**config.mk**
```make
export PLATFORM = sky130hd
export DESIGN_NAME = hall_sensor_auto_calibrator
export DESIGN_NICKNAME = d
export VERILOG_FILES = /design/src/hdl/hsac_pkg.sv /design/src/hdl/hsac_fifo.sv /design/src/hdl/hsac_front.sv /design/src/hdl/hsac_div.sv /design/src/hdl/hsac_back.sv /design/src/hdl/hall_sensor_auto_calibrator.sv
export SDC_FILE = /design/constraint.sdc
export NUM_CORES = 1
export LEC_CHECK = 0
export ABC_AREA = 1
export BUFFER_PORTS_ARGS = -buffer_cell sky130_fd_sc_hd__buf_2
export CAP_MARGIN = 20
export CORE_MARGIN = 1.5
export CORE_UTILIZATION = 35
export CTS_CLUSTER_DIAMETER = 100
export DETAILED_ROUTE_END_ITERATION = 10
export GPL_TIMING_DRIVEN = 0
export PLACE_DENSITY_LB_ADDON = 0.1
export SLEW_MARGIN = 10
export SYNTH_ARGS = -nofsm -noshare
export SYNTH_HDL_FRONTEND = slang
export SYNTH_SLANG_ARGS = --single-unit
```
**constraint.sdc**
```tcl
create_clock -name clk -period 5.08 [get_ports clk]
set_clock_uncertainty 0.1 [all_clocks]
set_input_delay 0.254 -clock clk [delete_from_list [all_inputs] [get_ports clk]]
set_output_delay 0.254 -clock clk [all_outputs]
set_load 0.05 [all_outputs]
```
**src/hdl/hsac_pkg.sv**
```systemverilog
// shared types and constants for the hall sensor auto-calibrator
// no dependencies; imported by every module of the block
`timescale 1ns / 1ps
`default_nettype none

package hsac_pkg;

  // register widths and reset values
  localparam int SETTLE_W  = 17;
  localparam int COLLECT_W = 14;
  localparam logic [SETTLE_W-1:0]  SETTLE_RST  = SETTLE_W'(100000);
  localparam logic [COLLECT_W-1:0] COLLECT_RST = COLLECT_W'(10000);

  // configuration register indexes
  localparam int CFG_IDX_W = 2;
  localparam logic [CFG_IDX_W-1:0] REG_SETTLE  = 2'd0;
  localparam logic [CFG_IDX_W-1:0] REG_COLLECT = 2'd1;

  // calibration phase codes
  localparam int PH_W = 2;
  localparam logic [PH_W-1:0] PH_SETTLE  = 2'd0;
  localparam logic [PH_W-1:0] PH_COLLECT = 2'd1;
  localparam logic [PH_W-1:0] PH_RUN     = 2'd2;

  // normalized output format
  localparam int OUT_W = 16;
  localparam logic [OUT_W-1:0] SAT_MAX = {1'b0, {(OUT_W-1){1'b1}}};
  localparam logic [OUT_W-1:0] SAT_MIN = {1'b1, {(OUT_W-1){1'b0}}};

  typedef struct packed {
    logic full;
    logic empty;
  } q_stat_t;

endpackage

`default_nettype wire

```
**src/hdl/hsac_fifo.sv**
```systemverilog
// short register queue between the front (classify) and back (normalize) parts
// depends on hsac_pkg for the status struct
`timescale 1ns / 1ps
`default_nettype none

module hsac_fifo #(
  parameter int WIDTH = 27,
  parameter int DEPTH = 2
) (
  input  wire                 clk,
  input  wire                 rst_n,
  input  wire                 push,
  input  wire [WIDTH-1:0]     wr_data,
  input  wire                 pop,
  output logic [WIDTH-1:0]    rd_data,
  output hsac_pkg::q_stat_t   stat
);
  import hsac_pkg::*;

  localparam int PW = (DEPTH > 1) ? $clog2(DEPTH) : 1;
  localparam int CNTW = $clog2(DEPTH + 1);

  logic [WIDTH-1:0] mem_r [DEPTH];
  logic [PW-1:0]    wr_ptr_r, rd_ptr_r;
  logic [CNTW-1:0]  count_r;
  logic             do_push, do_pop;

  assign stat.full  = (count_r == CNTW'(DEPTH));
  assign stat.empty = (count_r == '0);
  assign do_push    = push && !stat.full;
  assign do_pop     = pop && !stat.empty;
  assign rd_data    = mem_r[rd_ptr_r];

  always_ff @(posedge clk) begin
    if (!rst_n) begin
      wr_ptr_r <= '0;
      rd_ptr_r <= '0;
      count_r  <= '0;
    end else begin
      if (do_push) begin
        mem_r[wr_ptr_r] <= wr_data;
        wr_ptr_r <= (wr_ptr_r == PW'(DEPTH - 1)) ? '0 : wr_ptr_r + PW'(1);
      end
      if (do_pop) begin
        rd_ptr_r <= (rd_ptr_r == PW'(DEPTH - 1)) ? '0 : rd_ptr_r + PW'(1);
      end
      if (do_push && !do_pop) begin
        count_r <= count_r + CNTW'(1);
      end else if (do_pop && !do_push) begin
        count_r <= count_r - CNTW'(1);
      end
    end
  end

endmodule

`default_nettype wire

```
**src/hdl/hsac_front.sv**
```systemverilog
// front part: accepts ticks, runs settle/collect tracking, fixes calibration
// and queues each tick with its phase; holds the config registers; uses hsac_pkg
`timescale 1ns / 1ps
`default_nettype none

module hsac_front #(
  parameter int ADC_BITS = 12
) (
  input  wire                            clk,
  input  wire                            rst_n,
  input  wire                            in_valid,
  output logic                           in_ready,
  input  wire [ADC_BITS-1:0]             in_sample_a,
  input  wire [ADC_BITS-1:0]             in_sample_b,
  input  wire                            cfg_valid,
  output logic                           cfg_ready,
  input  wire [hsac_pkg::CFG_IDX_W-1:0]  cfg_index,
  input  wire [hsac_pkg::SETTLE_W-1:0]   cfg_data,
  input  hsac_pkg::q_stat_t              q_stat,
  output logic                           q_push,
  output logic [2*ADC_BITS+2:0]          q_entry,
  output logic [ADC_BITS:0]              center_a,
  output logic [ADC_BITS-1:0]            span_a,
  output logic [ADC_BITS:0]              center_b,
  output logic [ADC_BITS-1:0]            span_b
);
  import hsac_pkg::*;

  logic [SETTLE_W-1:0]  settle_r;
  logic [COLLECT_W-1:0] collect_r;

  logic [PH_W-1:0]      phase_r, phase_nxt;
  logic [SETTLE_W-1:0]  tick_r, tick_nxt;
  logic [ADC_BITS-1:0]  max_a_r, max_a_nxt, min_a_r, min_a_nxt;
  logic [ADC_BITS-1:0]  max_b_r, max_b_nxt, min_b_r, min_b_nxt;
  logic                 cal_r, cal_nxt;
  logic [ADC_BITS:0]    center_a_r, center_a_nxt, center_b_r, center_b_nxt;
  logic [ADC_BITS-1:0]  span_a_r, span_a_nxt, span_b_r, span_b_nxt;

  logic [ADC_BITS-1:0]  hi_a, lo_a, hi_b, lo_b;
  logic [SETTLE_W-1:0]  tick_col;
  logic                 acc;

  assign in_ready  = !q_stat.full;
  assign cfg_ready = 1'b1;
  assign acc       = in_valid && in_ready;
  assign q_push    = acc;
  assign q_entry   = {in_sample_a, in_sample_b, cal_nxt, phase_nxt};

  assign center_a = center_a_r;
  assign span_a   = span_a_r;
  assign center_b = center_b_r;
  assign span_b   = span_b_r;

  // extremes including this tick
  assign hi_a = (in_sample_a > max_a_r) ? in_sample_a : max_a_r;
  assign lo_a = (in_sample_a < min_a_r) ? in_sample_a : min_a_r;
  assign hi_b = (in_sample_b > max_b_r) ? in_sample_b : max_b_r;
  assign lo_b = (in_sample_b < min_b_r) ? in_sample_b : min_b_r;
  assign tick_col = tick_r + SETTLE_W'(in_sample_a != '0);

  always_comb begin
    phase_nxt    = phase_r;
    tick_nxt     = tick_r;
    max_a_nxt    = max_a_r;
    min_a_nxt    = min_a_r;
    max_b_nxt    = max_b_r;
    min_b_nxt    = min_b_r;
    cal_nxt      = cal_r;
    center_a_nxt = center_a_r;
    span_a_nxt   = span_a_r;
    center_b_nxt = center_b_r;
    span_b_nxt   = span_b_r;
    if (acc) begin
      unique case (phase_r)
        PH_SETTLE: begin
          if (tick_r < settle_r) begin
            tick_nxt = tick_r + SETTLE_W'(1);
          end else begin
            tick_nxt  = '0;
            phase_nxt = PH_COLLECT;
          end
        end
        PH_COLLECT: begin
          max_a_nxt = hi_a;
          min_a_nxt = lo_a;
          max_b_nxt = hi_b;
          min_b_nxt = lo_b;
          tick_nxt  = tick_col;
          if (tick_col >= SETTLE_W'(collect_r)) begin
            tick_nxt     = '0;
            center_a_nxt = {1'b0, hi_a} + {1'b0, lo_a};
            span_a_nxt   = hi_a - lo_a;
            center_b_nxt = {1'b0, hi_b} + {1'b0, lo_b};
            span_b_nxt   = hi_b - lo_b;
            cal_nxt      = 1'b1;
            phase_nxt    = PH_RUN;
          end
        end
        default: begin
        end
      endcase
    end
  end

  always_ff @(posedge clk) begin
    if (!rst_n) begin
      settle_r   <= SETTLE_RST;
      collect_r  <= COLLECT_RST;
      phase_r    <= PH_SETTLE;
      tick_r     <= '0;
      max_a_r    <= '0;
      min_a_r    <= '1;
      max_b_r    <= '0;
      min_b_r    <= '1;
      cal_r      <= 1'b0;
      center_a_r <= '0;
      span_a_r   <= '0;
      center_b_r <= '0;
      span_b_r   <= '0;
    end else begin
      if (cfg_valid) begin
        unique case (cfg_index)
          REG_SETTLE:  settle_r  <= cfg_data;
          REG_COLLECT: collect_r <= cfg_data[COLLECT_W-1:0];
          default: begin
          end
        endcase
      end
      phase_r    <= phase_nxt;
      tick_r     <= tick_nxt;
      max_a_r    <= max_a_nxt;
      min_a_r    <= min_a_nxt;
      max_b_r    <= max_b_nxt;
      min_b_r    <= min_b_nxt;
      cal_r      <= cal_nxt;
      center_a_r <= center_a_nxt;
      span_a_r   <= span_a_nxt;
      center_b_r <= center_b_nxt;
      span_b_r   <= span_b_nxt;
    end
  end

endmodule

`default_nettype wire

```
**src/hdl/hsac_div.sv**
```systemverilog
// one channel normalizer: (2*raw - center) * 2^FRAC_BITS / span, truncated
// toward zero and saturated; restoring divider, one quotient bit a cycle; uses hsac_pkg
`timescale 1ns / 1ps
`default_nettype none

module hsac_div #(
  parameter int ADC_BITS  = 12,
  parameter int FRAC_BITS = 14
) (
  input  wire                          clk,
  input  wire                          rst_n,
  input  wire                          start,
  input  wire [ADC_BITS-1:0]           raw,
  input  wire [ADC_BITS:0]             center,
  input  wire [ADC_BITS-1:0]           span,
  output logic                         done,
  output logic [hsac_pkg::OUT_W-1:0]   result
);
  import hsac_pkg::*;

  localparam int NUM_W = ADC_BITS + 2;
  localparam int MAG_W = ADC_BITS + 1 + FRAC_BITS;
  localparam int HI_W  = MAG_W - OUT_W;
  localparam int CW    = (HI_W > ADC_BITS) ? HI_W : ADC_BITS;
  localparam int CNT_W = $clog2(OUT_W);

  typedef enum logic [1:0] {D_IDLE, D_PREP, D_ITER, D_DONE} dstate_t;

  dstate_t              state_r;
  logic [NUM_W-1:0]     num_r;
  logic [ADC_BITS-1:0]  den_r;
  logic [ADC_BITS-1:0]  rem_r;
  logic [OUT_W-1:0]     lo_r;
  logic [OUT_W-1:0]     q_r;
  logic [CNT_W-1:0]     cnt_r;
  logic                 neg_r;
  logic                 ovf_r;

  logic [NUM_W-1:0]     num_c;
  logic [NUM_W-1:0]     abs_c;
  logic [MAG_W-1:0]     dvd_c;
  logic [CW-1:0]        hi_ext;
  logic [ADC_BITS:0]    trial, diff;
  logic                 ge;
  logic                 sat;

  assign num_c  = {1'b0, raw, 1'b0} - {1'b0, center};
  assign abs_c  = num_r[NUM_W-1] ? (~num_r + NUM_W'(1)) : num_r;
  assign dvd_c  = {abs_c[ADC_BITS:0], {FRAC_BITS{1'b0}}};
  assign hi_ext = CW'(dvd_c[MAG_W-1:OUT_W]);

  assign trial = {rem_r, lo_r[OUT_W-1]};
  assign diff  = trial - {1'b0, den_r};
  assign ge    = (trial >= {1'b0, den_r});

  assign done   = (state_r == D_DONE);
  assign sat    = ovf_r || q_r[OUT_W-1];
  assign result = neg_r ? (sat ? SAT_MIN : (~q_r + OUT_W'(1)))
                        : (sat ? SAT_MAX : q_r);

  always_ff @(posedge clk) begin
    if (!rst_n) begin
      state_r <= D_IDLE;
    end else begin
      unique case (state_r) inside
        D_IDLE, D_DONE: begin
          if (start) begin
            num_r   <= num_c;
            den_r   <= (span == '0) ? ADC_BITS'(2) : span;
            state_r <= D_PREP;
          end
        end
        D_PREP: begin
          neg_r   <= num_r[NUM_W-1];
          // quotient at or above 2^OUT_W saturates whatever the sign
          ovf_r   <= (hi_ext >= CW'(den_r));
          rem_r   <= hi_ext[ADC_BITS-1:0];
          lo_r    <= dvd_c[OUT_W-1:0];
          q_r     <= '0;
          cnt_r   <= '0;
          state_r <= D_ITER;
        end
        D_ITER: begin
          rem_r <= ge ? diff[ADC_BITS-1:0] : trial[ADC_BITS-1:0];
          lo_r  <= {lo_r[OUT_W-2:0], 1'b0};
          q_r   <= {q_r[OUT_W-2:0], ge};
          cnt_r <= cnt_r + CNT_W'(1);
          if (cnt_r == CNT_W'(OUT_W - 1)) begin
            state_r <= D_DONE;
          end
        end
        default: state_r <= D_IDLE;
      endcase
    end
  end

endmodule

`default_nettype wire

```
**src/hdl/hsac_back.sv**
```systemverilog
// back part: pops queued ticks, normalizes calibrated ones on two dividers
// and holds the output register; depends on hsac_pkg and hsac_div
`timescale 1ns / 1ps
`default_nettype none

module hsac_back #(
  parameter int ADC_BITS  = 12,
  parameter int FRAC_BITS = 14
) (
  input  wire                          clk,
  input  wire                          rst_n,
  input  hsac_pkg::q_stat_t            q_stat,
  input  wire [2*ADC_BITS+2:0]         q_entry,
  output logic                         q_pop,
  input  wire [ADC_BITS:0]             center_a,
  input  wire [ADC_BITS-1:0]           span_a,
  input  wire [ADC_BITS:0]             center_b,
  input  wire [ADC_BITS-1:0]           span_b,
  output logic                         out_valid,
  input  wire                          out_ready,
  output logic [hsac_pkg::OUT_W-1:0]   out_norm_a,
  output logic [hsac_pkg::OUT_W-1:0]   out_norm_b,
  output logic                         out_is_calibrated,
  output logic [hsac_pkg::PH_W-1:0]    out_phase_now
);
  import hsac_pkg::*;

  typedef enum logic {B_IDLE, B_DIV} bstate_t;

  bstate_t              state_r;
  logic                 out_valid_r;
  logic [OUT_W-1:0]     norm_a_r, norm_b_r;
  logic                 cal_out_r;
  logic [PH_W-1:0]      phase_out_r, phase_hold_r;

  logic [ADC_BITS-1:0]  e_a, e_b;
  logic                 e_cal;
  logic [PH_W-1:0]      e_phase;
  logic                 out_free;
  logic                 div_start;
  logic                 done_a, done_b;
  logic [OUT_W-1:0]     res_a, res_b;
  logic                 load_out;

  assign e_a     = q_entry[2*ADC_BITS+2 -: ADC_BITS];
  assign e_b     = q_entry[ADC_BITS+2 -: ADC_BITS];
  assign e_cal   = q_entry[PH_W];
  assign e_phase = q_entry[PH_W-1:0];

  assign out_free  = !out_valid_r || out_ready;
  assign q_pop     = (state_r == B_IDLE) && !q_stat.empty && out_free;
  assign div_start = q_pop && e_cal;
  // output register takes a new transaction this cycle
  assign load_out  = (q_pop && !e_cal)
                     || ((state_r == B_DIV) && done_a && done_b && out_free);

  assign out_valid         = out_valid_r;
  assign out_norm_a        = norm_a_r;
  assign out_norm_b        = norm_b_r;
  assign out_is_calibrated = cal_out_r;
  assign out_phase_now     = phase_out_r;

  hsac_div #(.ADC_BITS(ADC_BITS), .FRAC_BITS(FRAC_BITS)) u_div_a (
    .clk    (clk),
    .rst_n  (rst_n),
    .start  (div_start),
    .raw    (e_a),
    .center (center_a),
    .span   (span_a),
    .done   (done_a),
    .result (res_a)
  );

  hsac_div #(.ADC_BITS(ADC_BITS), .FRAC_BITS(FRAC_BITS)) u_div_b (
    .clk    (clk),
    .rst_n  (rst_n),
    .start  (div_start),
    .raw    (e_b),
    .center (center_b),
    .span   (span_b),
    .done   (done_b),
    .result (res_b)
  );

  always_ff @(posedge clk) begin
    if (!rst_n) begin
      state_r     <= B_IDLE;
      out_valid_r <= 1'b0;
    end else begin
      if (load_out) begin
        out_valid_r <= 1'b1;
      end else if (out_ready) begin
        out_valid_r <= 1'b0;
      end
      unique case (state_r)
        B_IDLE: begin
          if (q_pop) begin
            if (e_cal) begin
              phase_hold_r <= e_phase;
              state_r      <= B_DIV;
            end else begin
              // not yet calibrated: zero outputs, no division
              norm_a_r    <= '0;
              norm_b_r    <= '0;
              cal_out_r   <= 1'b0;
              phase_out_r <= e_phase;
            end
          end
        end
        B_DIV: begin
          if (done_a && done_b && out_free) begin
            norm_a_r    <= res_a;
            norm_b_r    <= res_b;
            cal_out_r   <= 1'b1;
            phase_out_r <= phase_hold_r;
            state_r     <= B_IDLE;
          end
        end
        default: state_r <= B_IDLE;
      endcase
    end
  end

endmodule

`default_nettype wire

```
**src/hdl/hall_sensor_auto_calibrator.sv**
```systemverilog
// top level of the hall sensor auto-calibrator: front, queue and back parts
// depends on hsac_pkg, hsac_front, hsac_fifo, hsac_back
//
//  channel  | handshake             | payload
//  ---------+-----------------------+---------------------------------------------
//  in       | in_valid / in_ready   | in_sample_a, in_sample_b
//  out      | out_valid / out_ready | out_norm_a, out_norm_b, out_is_calibrated,
//           |                       | out_phase_now
//  cfg      | cfg_valid / cfg_ready | cfg_index, cfg_data (0 settle, 1 collect)
//
// a tick accepted before calibration is done goes through the queue to the output register, with no division
// a calibrated tick goes through the queue, the 16-step restoring divider of each
// channel (both channels divide side by side) and then the output register
// synchronous active-low reset, no clearing pass
// a two-entry queue lets the front keep accepting while out_ready is low, until the queue is full
`timescale 1ns / 1ps
`default_nettype none

module hall_sensor_auto_calibrator #(
  parameter int ADC_BITS  = 12,
  parameter int FRAC_BITS = 14
) (
  input  wire                            clk,
  input  wire                            rst_n,
  input  wire                            in_valid,
  output logic                           in_ready,
  input  wire [ADC_BITS-1:0]             in_sample_a,
  input  wire [ADC_BITS-1:0]             in_sample_b,
  output logic                           out_valid,
  input  wire                            out_ready,
  output logic signed [hsac_pkg::OUT_W-1:0] out_norm_a,
  output logic signed [hsac_pkg::OUT_W-1:0] out_norm_b,
  output logic                           out_is_calibrated,
  output logic [hsac_pkg::PH_W-1:0]      out_phase_now,
  input  wire                            cfg_valid,
  output logic                           cfg_ready,
  input  wire [hsac_pkg::CFG_IDX_W-1:0]  cfg_index,
  input  wire [hsac_pkg::SETTLE_W-1:0]   cfg_data
);
  import hsac_pkg::*;

  localparam int ENT_W   = 2 * ADC_BITS + 3;
  localparam int Q_DEPTH = 2;

  q_stat_t              q_stat;
  logic                 q_push, q_pop;
  logic [ENT_W-1:0]     q_wr, q_rd;
  logic [ADC_BITS:0]    center_a, center_b;
  logic [ADC_BITS-1:0]  span_a, span_b;
  logic [OUT_W-1:0]     norm_a, norm_b;

  assign out_norm_a = $signed(norm_a);
  assign out_norm_b = $signed(norm_b);

  hsac_front #(.ADC_BITS(ADC_BITS)) u_front (
    .clk         (clk),
    .rst_n       (rst_n),
    .in_valid    (in_valid),
    .in_ready    (in_ready),
    .in_sample_a (in_sample_a),
    .in_sample_b (in_sample_b),
    .cfg_valid   (cfg_valid),
    .cfg_ready   (cfg_ready),
    .cfg_index   (cfg_index),
    .cfg_data    (cfg_data),
    .q_stat      (q_stat),
    .q_push      (q_push),
    .q_entry     (q_wr),
    .center_a    (center_a),
    .span_a      (span_a),
    .center_b    (center_b),
    .span_b      (span_b)
  );

  hsac_fifo #(.WIDTH(ENT_W), .DEPTH(Q_DEPTH)) u_fifo (
    .clk     (clk),
    .rst_n   (rst_n),
    .push    (q_push),
    .wr_data (q_wr),
    .pop     (q_pop),
    .rd_data (q_rd),
    .stat    (q_stat)
  );

  hsac_back #(.ADC_BITS(ADC_BITS), .FRAC_BITS(FRAC_BITS)) u_back (
    .clk               (clk),
    .rst_n             (rst_n),
    .q_stat            (q_stat),
    .q_entry           (q_rd),
    .q_pop             (q_pop),
    .center_a          (center_a),
    .span_a            (span_a),
    .center_b          (center_b),
    .span_b            (span_b),
    .out_valid         (out_valid),
    .out_ready         (out_ready),
    .out_norm_a        (norm_a),
    .out_norm_b        (norm_b),
    .out_is_calibrated (out_is_calibrated),
    .out_phase_now     (out_phase_now)
  );

endmodule

`default_nettype wire
```
* Word level (Yosys, flattened, before mapping)
Memory sizes are Yosys's and may differ from the RTL's. A register that Yosys moved wholly into a read port is not among the register bits.
Cells that the tools add are included.
** Operators by class
- Shift-type cells :: 0
- Multipliers :: 0
- Multiplexer cells :: 66
- $add $sub $neg :: 20
- Divide/modulo/power cells :: 0
- Bitwise logic cells :: 5
- Magnitude comparators :: 10
- Reduce and logical (&&, ||, !) cells :: 54
- Eq/ne operators :: 18
** Operators with widths (count)
- $pmux 16 s2 :: 6
- $mux 16 :: 10
- $mux 12 :: 6
- $pmux 12 s2 :: 2
- $sub 12x12->12 :: 4
- $mux 17 :: 2
- $pmux 17 s2 :: 1
- $add 16x1->16 const B :: 2
- $not 16->16 :: 2
- $sub 13x13->14 :: 2
- $add 12x12->13 :: 2
- $add 13x1->13 const B :: 2
- $ge 13x12->1 :: 2
- $mux 13 :: 2
- $not 13->13 :: 2
- $ge 11x12->1 :: 2
- $gt 12x12->1 :: 2
- $logic_not 12->1 :: 2
- $lt 12x12->1 :: 2
- $mux 2 :: 11
- $reduce_and 2->1 :: 10
- $mux 1 :: 18
- $add 17x1->17 :: 1
- $add 17x1->17 const B :: 1
- 25 further kinds :: 77
** Storage, ports and cells
- Output and inout bits :: 38
- Memories :: 1
- Bits of input ports :: 48
- Memory bits (read-only) :: 0
- Bits in writable memories :: 54
- Latch bits :: 0
- Flip-flop bits (word level) :: 348
- Word-level logic and storage cells :: 215
** Memory list
- u_fifo.mem_r :: depth 2, bits a word 27, rd ports 1, clocked after memory_dff 1, wr ports 1, line hsac_fifo.sv:23 : logic [WIDTH-1:0] mem_r [DEPTH];

* Depth between registers and ports, before layout
- Word-level depth :: 8
- Depth in mapped cells :: 24
- Gate-level depth less buffers :: 22

* Hierarchy
Synthesis repeated with hierarchy kept, for this count alone.
** Unflattened totals
- Cells, all modules :: 3268
- Area, all modules :: 25293.0 um2
** Modules (own cells, without submodules)
- hsac_front :: cells each 1694, times used 1, area each 11215.8 um2, sequential area each 2942.8 um2
- hsac_div (u_back.u_div_a) :: cells each 658, times used 1, area each 5109.9 um2, sequential area each 1901.8 um2
- hsac_div (u_back.u_div_b) :: cells each 652, times used 1, area each 5086.1 um2, sequential area each 1901.8 um2
- hsac_fifo :: cells each 124, times used 1, area each 2302.2 um2, sequential area each 1721.7 um2
- hsac_back :: cells each 140, times used 1, area each 1579.0 um2, sequential area each 1151.1 um2

* Worst setup path after synthesis
Ideal clock, no wire load.
- Path type :: register -> register
- Start point :: register u_fifo.count_r[0]
- End point :: memory u_fifo.mem_r[1][0], enable pin
- Data arrival time :: 2.883 ns
- Path buffers :: 0
- Library setup time :: 0.445 ns
- Slack :: 1.652 ns
- Cell stages (with the launch flop) :: 5
- Path through :: dfxtp_1 inv_1 nand2_1 nand2_1 nor3_1
** On the way
- Cells in the longest elaborated chain, start to end :: 7
** Ends and longest elaborated chain
- start: declaration :: line hsac_fifo.sv:25 : logic [CNTW-1:0] count_r;
- start signal: assignment :: line hsac_fifo.sv:48 : count_r <= count_r + CNTW'(1);
- start signal: assignment :: line hsac_fifo.sv:50 : count_r <= count_r - CNTW'(1);
- $eq 2x2->1 * :: line hsac_fifo.sv:28 : assign stat.full = (count_r == CNTW'(DEPTH));
- $logic_not 1->1 * :: line hsac_front.sv:44 : assign in_ready = !q_stat.full;
- via in_ready :: line hall_sensor_auto_calibrator.sv:26 : output logic in_ready,
- $logic_and 1x1->1 :: line hsac_front.sv:46 : assign acc = in_valid && in_ready;
- $logic_and 1x1->1 * :: line hsac_fifo.sv:30 : assign do_push = push && !stat.full;
- $mux 1 * :: line hsac_fifo.sv:40 : if (do_push) begin
- $mux 1 * :: line hsac_fifo.sv:35 : if (!rst_n) begin
- $mux 1 (implied by the code) * :: line hsac_fifo.sv:41 : mem_r[wr_ptr_r] <= wr_data;
- end: declaration :: line hsac_fifo.sv:23
The timed path passes the listed nets; every way through them passes the cells marked *.

* Final worst setup path
- Start point :: input port in_sample_a[11]
- End point :: register u_front.span_a_r[9] (netlist: u_front.span_a[9])
** On the way
- Elaborated cells on any way between the ends :: 9
- Classes of those cells :: 2 x add/sub; 3 x order compare; 2 x mux; 2 x reduce/logical
** RTL lines
- start: declaration :: line hall_sensor_auto_calibrator.sv:27 : input wire [ADC_BITS-1:0] in_sample_a,
- $gt 12x12->1 :: line hsac_front.sv:56 : assign hi_a = (in_sample_a > max_a_r) ? in_sample_a : max_a_r;
- $mux 12 :: line hsac_front.sv:56
- via u_front.hi_a[8] :: line hsac_front.sv:40 : logic [ADC_BITS-1:0] hi_a, lo_a, hi_b, lo_b;
- $sub 12x12->12 :: line hsac_front.sv:93 : span_a_nxt = hi_a - lo_a;
- end signal: assignment :: line hsac_front.sv:138 : span_a_r <= span_a_nxt;
- end: declaration :: line hsac_front.sv:38 : logic [ADC_BITS-1:0] span_a_r, span_a_nxt, span_b_r, span_b_nxt;
The timed path passes the listed nets, and every way through them passes these cells.
A chain may end at the register's enable or synchronous reset.

==> metrics <==
status=finished, final reports clean; CP bufs+invs=6; reg2reg end=u_front.span_a[9]$_SDFFE_PN0P_; critical-path cell list=dlygate4sd3_1 -> buf_2 -> ha_1 -> nand4_1 -> inv_1 -> nand4_1 -> o21ai_0 -> clkbuf_1 -> o21ai_0 -> ha_1 -> clkbuf_1 -> inv_1 -> o21bai_1 -> a31oi_1 -> nand3_1 -> xor2_1 -> nand3_1 -> nand2_1 -> nor2_1; post-synthesis xor/xnor area fraction=4.19%; Final min period=4420 ps; total gr overflow=0; dpl ws=651 ps; HPWL after detailed placement=52.9 mm; worst r2r path cells=18; Clk Latency, worst-skew pair=590 ps; first-pass GRT wire length=107 mm; Min-Delay Path Depth=6; FFs w/ async S/R, synth=0%; Final Hold Fails=0; worst slew pin tran=1090 ps; Worst Setup Slack, final=659 ps; setup bufs post-CTS=0; Max Root-Sink Buffers=3; Clock Sinks=373; Worst Path Required=5450 ps; cts bufs inserted=45; RD Place Congestion=0.882; reg2reg setup slack=700 ps; I/O Buffers=84; fraction of layout cells with a size suffix above 1=8.83%; Compound-Gate Fraction of Synth Area=12.5%; max-slew violation count=0; VDD IR max=221 uV; total track usage=19.3%; register area share after synthesis=40.3%; Post-Route WL=68.0 mm; Primary FF master, synth=edfxtp_1; Placeable Area=67300 um^2; Post-Synth Adder-Cell Area=11.6%; TritonRoute pass-1 iters=5; Final nets=3445; CP endpoint kind=flop; Net Count, Synth=3261; final period utilization=87.0%; largest family of logic cells by synthesized area=simple AND/OR/NAND/NOR gates; Crit Reg-Reg Startpoint=u_front.max_a_r[11]$_SDFFE_PN0P_; Netlist Area Pre-Place=23900 um^2; Post-synth EDFFs=215; Min Hold Slack=79.0 ps; CP delay by family, top=buffers and inverters; Slowest cell on crit path=o21ai_0; row count=95; die area=69700 um^2; Fill cells=6827; register clock-pin slew on the reported worst setup and hold paths=60 ps; initial antenna violation count=1; CTS tree=built; Initial Util=35.5%; simple-gate area share of the yosys netlist=20.8%; cell area after layout=27600 um^2; Cell Area, Placed=25600 um^2; Die Wd=264 um; vias in the first global route=19500; fraction of synthesized area in multiplexers=1.17%; vias per cell=4.92; Cell Pwr Density=401 nW/um^2; Worst Setup Path Type=in -> reg; Ys Warns=0; slowest stage delay, CP=590 ps; WL per Instance=16.6 um; Syn Inst Count=2997; fmax=0.226 GHz; Starting DRT DRC Count=1475; post-cts resize count=0; root buffer cell=clkbuf_16; Worst Path Max Fanout=10; Max-Cap Viols=0; Setup-failing EPs final=0; Die H=264 um; Area Growth Syn to Fin=15.6%; pin count of the biggest net entering global routing=33; num ports=86; hold path start=cfg_index[0]; Hold-fix buffers, CTS=44; Yosys reg bits=373; htree depth=2; worst path arrival time=4790 ps; Yosys cell types=61; P_leak=0.0126 uW; Avg Cell Area, Syn=7.96 um^2; worst hold path type=in -> reg; worst rel slew slack=26.8%; Worst Hold Path EP=u_front.settle_r[0]$_SDFFE_PN0P_; via count=20100; DRC=0; CP Launch Type=input pin; Final ANT Viol Nets=0; RSZ-0062 raised after global routing=no
stage by stage:
step,util (%),instances,power (uW),setup TNS [ps]
4_1_cts,41.0,4091,11200,0
5_1_grt,41.0,4091,11800,0
3_5_place_dp,38.0,3963,7720,0
3_3_place_gp,37.7,3954,7610,-11590
2_1_floorplan,-,2997,6620,0
6_report,41.0,4092,11100,0
sequential cells by signal, summed over array words and instances (netlist names), 11 cells and up, named ones only:
register and count:
u_back.u_div_b.num_r 14, u_front.max_a_r 12, u_back.u_div_b.rem_r 12, u_back.out_norm_a 16
u_back.out_norm_b 16, u_front.min_b_r 12, u_front.span_a 11, u_back.u_div_a.rem_r 12
u_front.center_a 13, u_back.u_div_a.den_r 12, u_back.u_div_a.num_r 14, u_fifo.mem_r 54
u_back.u_div_a.q_r 16, u_front.max_b_r 12, u_front.center_b 12, u_back.u_div_b.q_r 16
u_front.settle_r 17, u_front.min_a_r 12, u_back.u_div_b.den_r 12, u_front.collect_r 14
u_front.tick_r 17, u_front.span_b 12
metal layers:
layer	track usage (%)	vias to the layer above	part of all wire, %
met4	5.02	0	2.1
met1	26.9	9345	49
met2	31.1	427	44
met5	0	-	0
met3	2.83	87	4.7
li1	-	10300	-
cells by family after synthesis:
kind of cell / count (synthesis)
AND/OR/NAND/NOR: 1161
flip-flops: 373
AO/OA/AOI/OAI: 534
buffers and inverters: 573
other: 1
adder cells (fa/ha/maj): 216
XOR/XNOR: 114
multiplexers: 25
worst min-delay path, cell delays in order:
cell     delay [ps]
buf_2            80
nor2_1           40
nand2_1         110
inv_1            90
nor2_1           90
nor2_1           50
how the worst max path moves through the flow:
stage,start,to,cells after the start
after floorplan,u_fifo.count_r[0]$_SDFFE_PN0P_,u_fifo.mem_r[1][0]$_DFFE_PP_,4
after global placement,rst_n,u_fifo.mem_r[1][9]$_DFFE_PP_,4
after detailed placement,in_sample_a[11],u_front.span_a[11]$_SDFFE_PN0P_,18
after CTS,u_front.max_a_r[11]$_SDFFE_PN0P_,u_front.span_a[11]$_SDFFE_PN0P_,18
after global routing,u_front.max_a_r[11]$_SDFFE_PN0P_,u_front.span_a[11]$_SDFFE_PN0P_,19
final,in_sample_a[11],u_front.span_a[9]$_SDFFE_PN0P_,19
placed cells by master, fill, tap and decap left out, types with 9 or more instances in the layout:
cell type and n:
dfxtp_1 158, edfxtp_1 215, nor3_1 47, nor4_1 12, a21oi_1 240, clkinv_2 15, clkbuf_1 100, or2_2 19
inv_1 440, nand3_1 145, o211ai_1 22, xor2_1 84, o21ai_0 180, buf_2 96, nand4_1 53, mux2_2 24
a21oi_2 20, clkbuf_16 47, a211oi_1 12, o21bai_1 11, xnor2_1 30, dlygate4sd3_1 44, a31oi_1 9, nand2_1 579
nor2_1 272, ha_1 208
report_power, final:
part / internal [uW] / total (uW) / switching, uW
Clock: 2030 / 3390 / 1360
Sequential: 3750 / 3990 / 245
Combinational: 1270 / 3690 / 2420
Yosys cell counts, types with 4 or more instances:
cell type | count | share of area [%]
a21o_1 | 8 | 0.25
a21boi_0 | 6 | 0.19
buf_1 | 8 | 0.13
nor3_1 | 48 | 1.0
o21a_1 | 6 | 0.19
buf_2 | 12 | 0.25
fa_1 | 8 | 0.67
dfxtp_1 | 158 | 13
nor2_1 | 278 | 4.4
nand2_2 | 5 | 0.13
mux2_2 | 24 | 1.1
edfxtp_1 | 215 | 27
o21ai_0 | 180 | 3.8
xor2_1 | 84 | 3.1
a31oi_1 | 9 | 0.24
ha_1 | 208 | 11
o211ai_1 | 22 | 0.69
nand3b_1 | 6 | 0.19
nand2_1 | 579 | 9.1
nor4_1 | 12 | 0.31
nand4_1 | 53 | 1.4
a211oi_1 | 12 | 0.38
inv_1 | 440 | 6.9
o21ai_1 | 5 | 0.10
or2_2 | 19 | 0.50
xnor2_1 | 30 | 1.1
o21bai_1 | 11 | 0.35
a21oi_2 | 20 | 0.73
a21oi_1 | 240 | 5.0
clkbuf_1 | 96 | 1.5
inv_2 | 4 | 0.063
nand3_1 | 145 | 3.0
area by class of cell:
class	instances	area, um^2	share of cell area (%)
sequential	373	9620	34.9
tap	873	1090	3.96
clock buffer	53	1220	4.42
antenna	1	2.50	0.00908
timing repair buffer	137	1020	3.71
inverter	447	1680	6.09
buffer	126	567	2.06
multi-input combinational	2051	12000	43.6
clock inverter	31	335	1.22
Note: power is estimated with default switching activity, not from simulation.
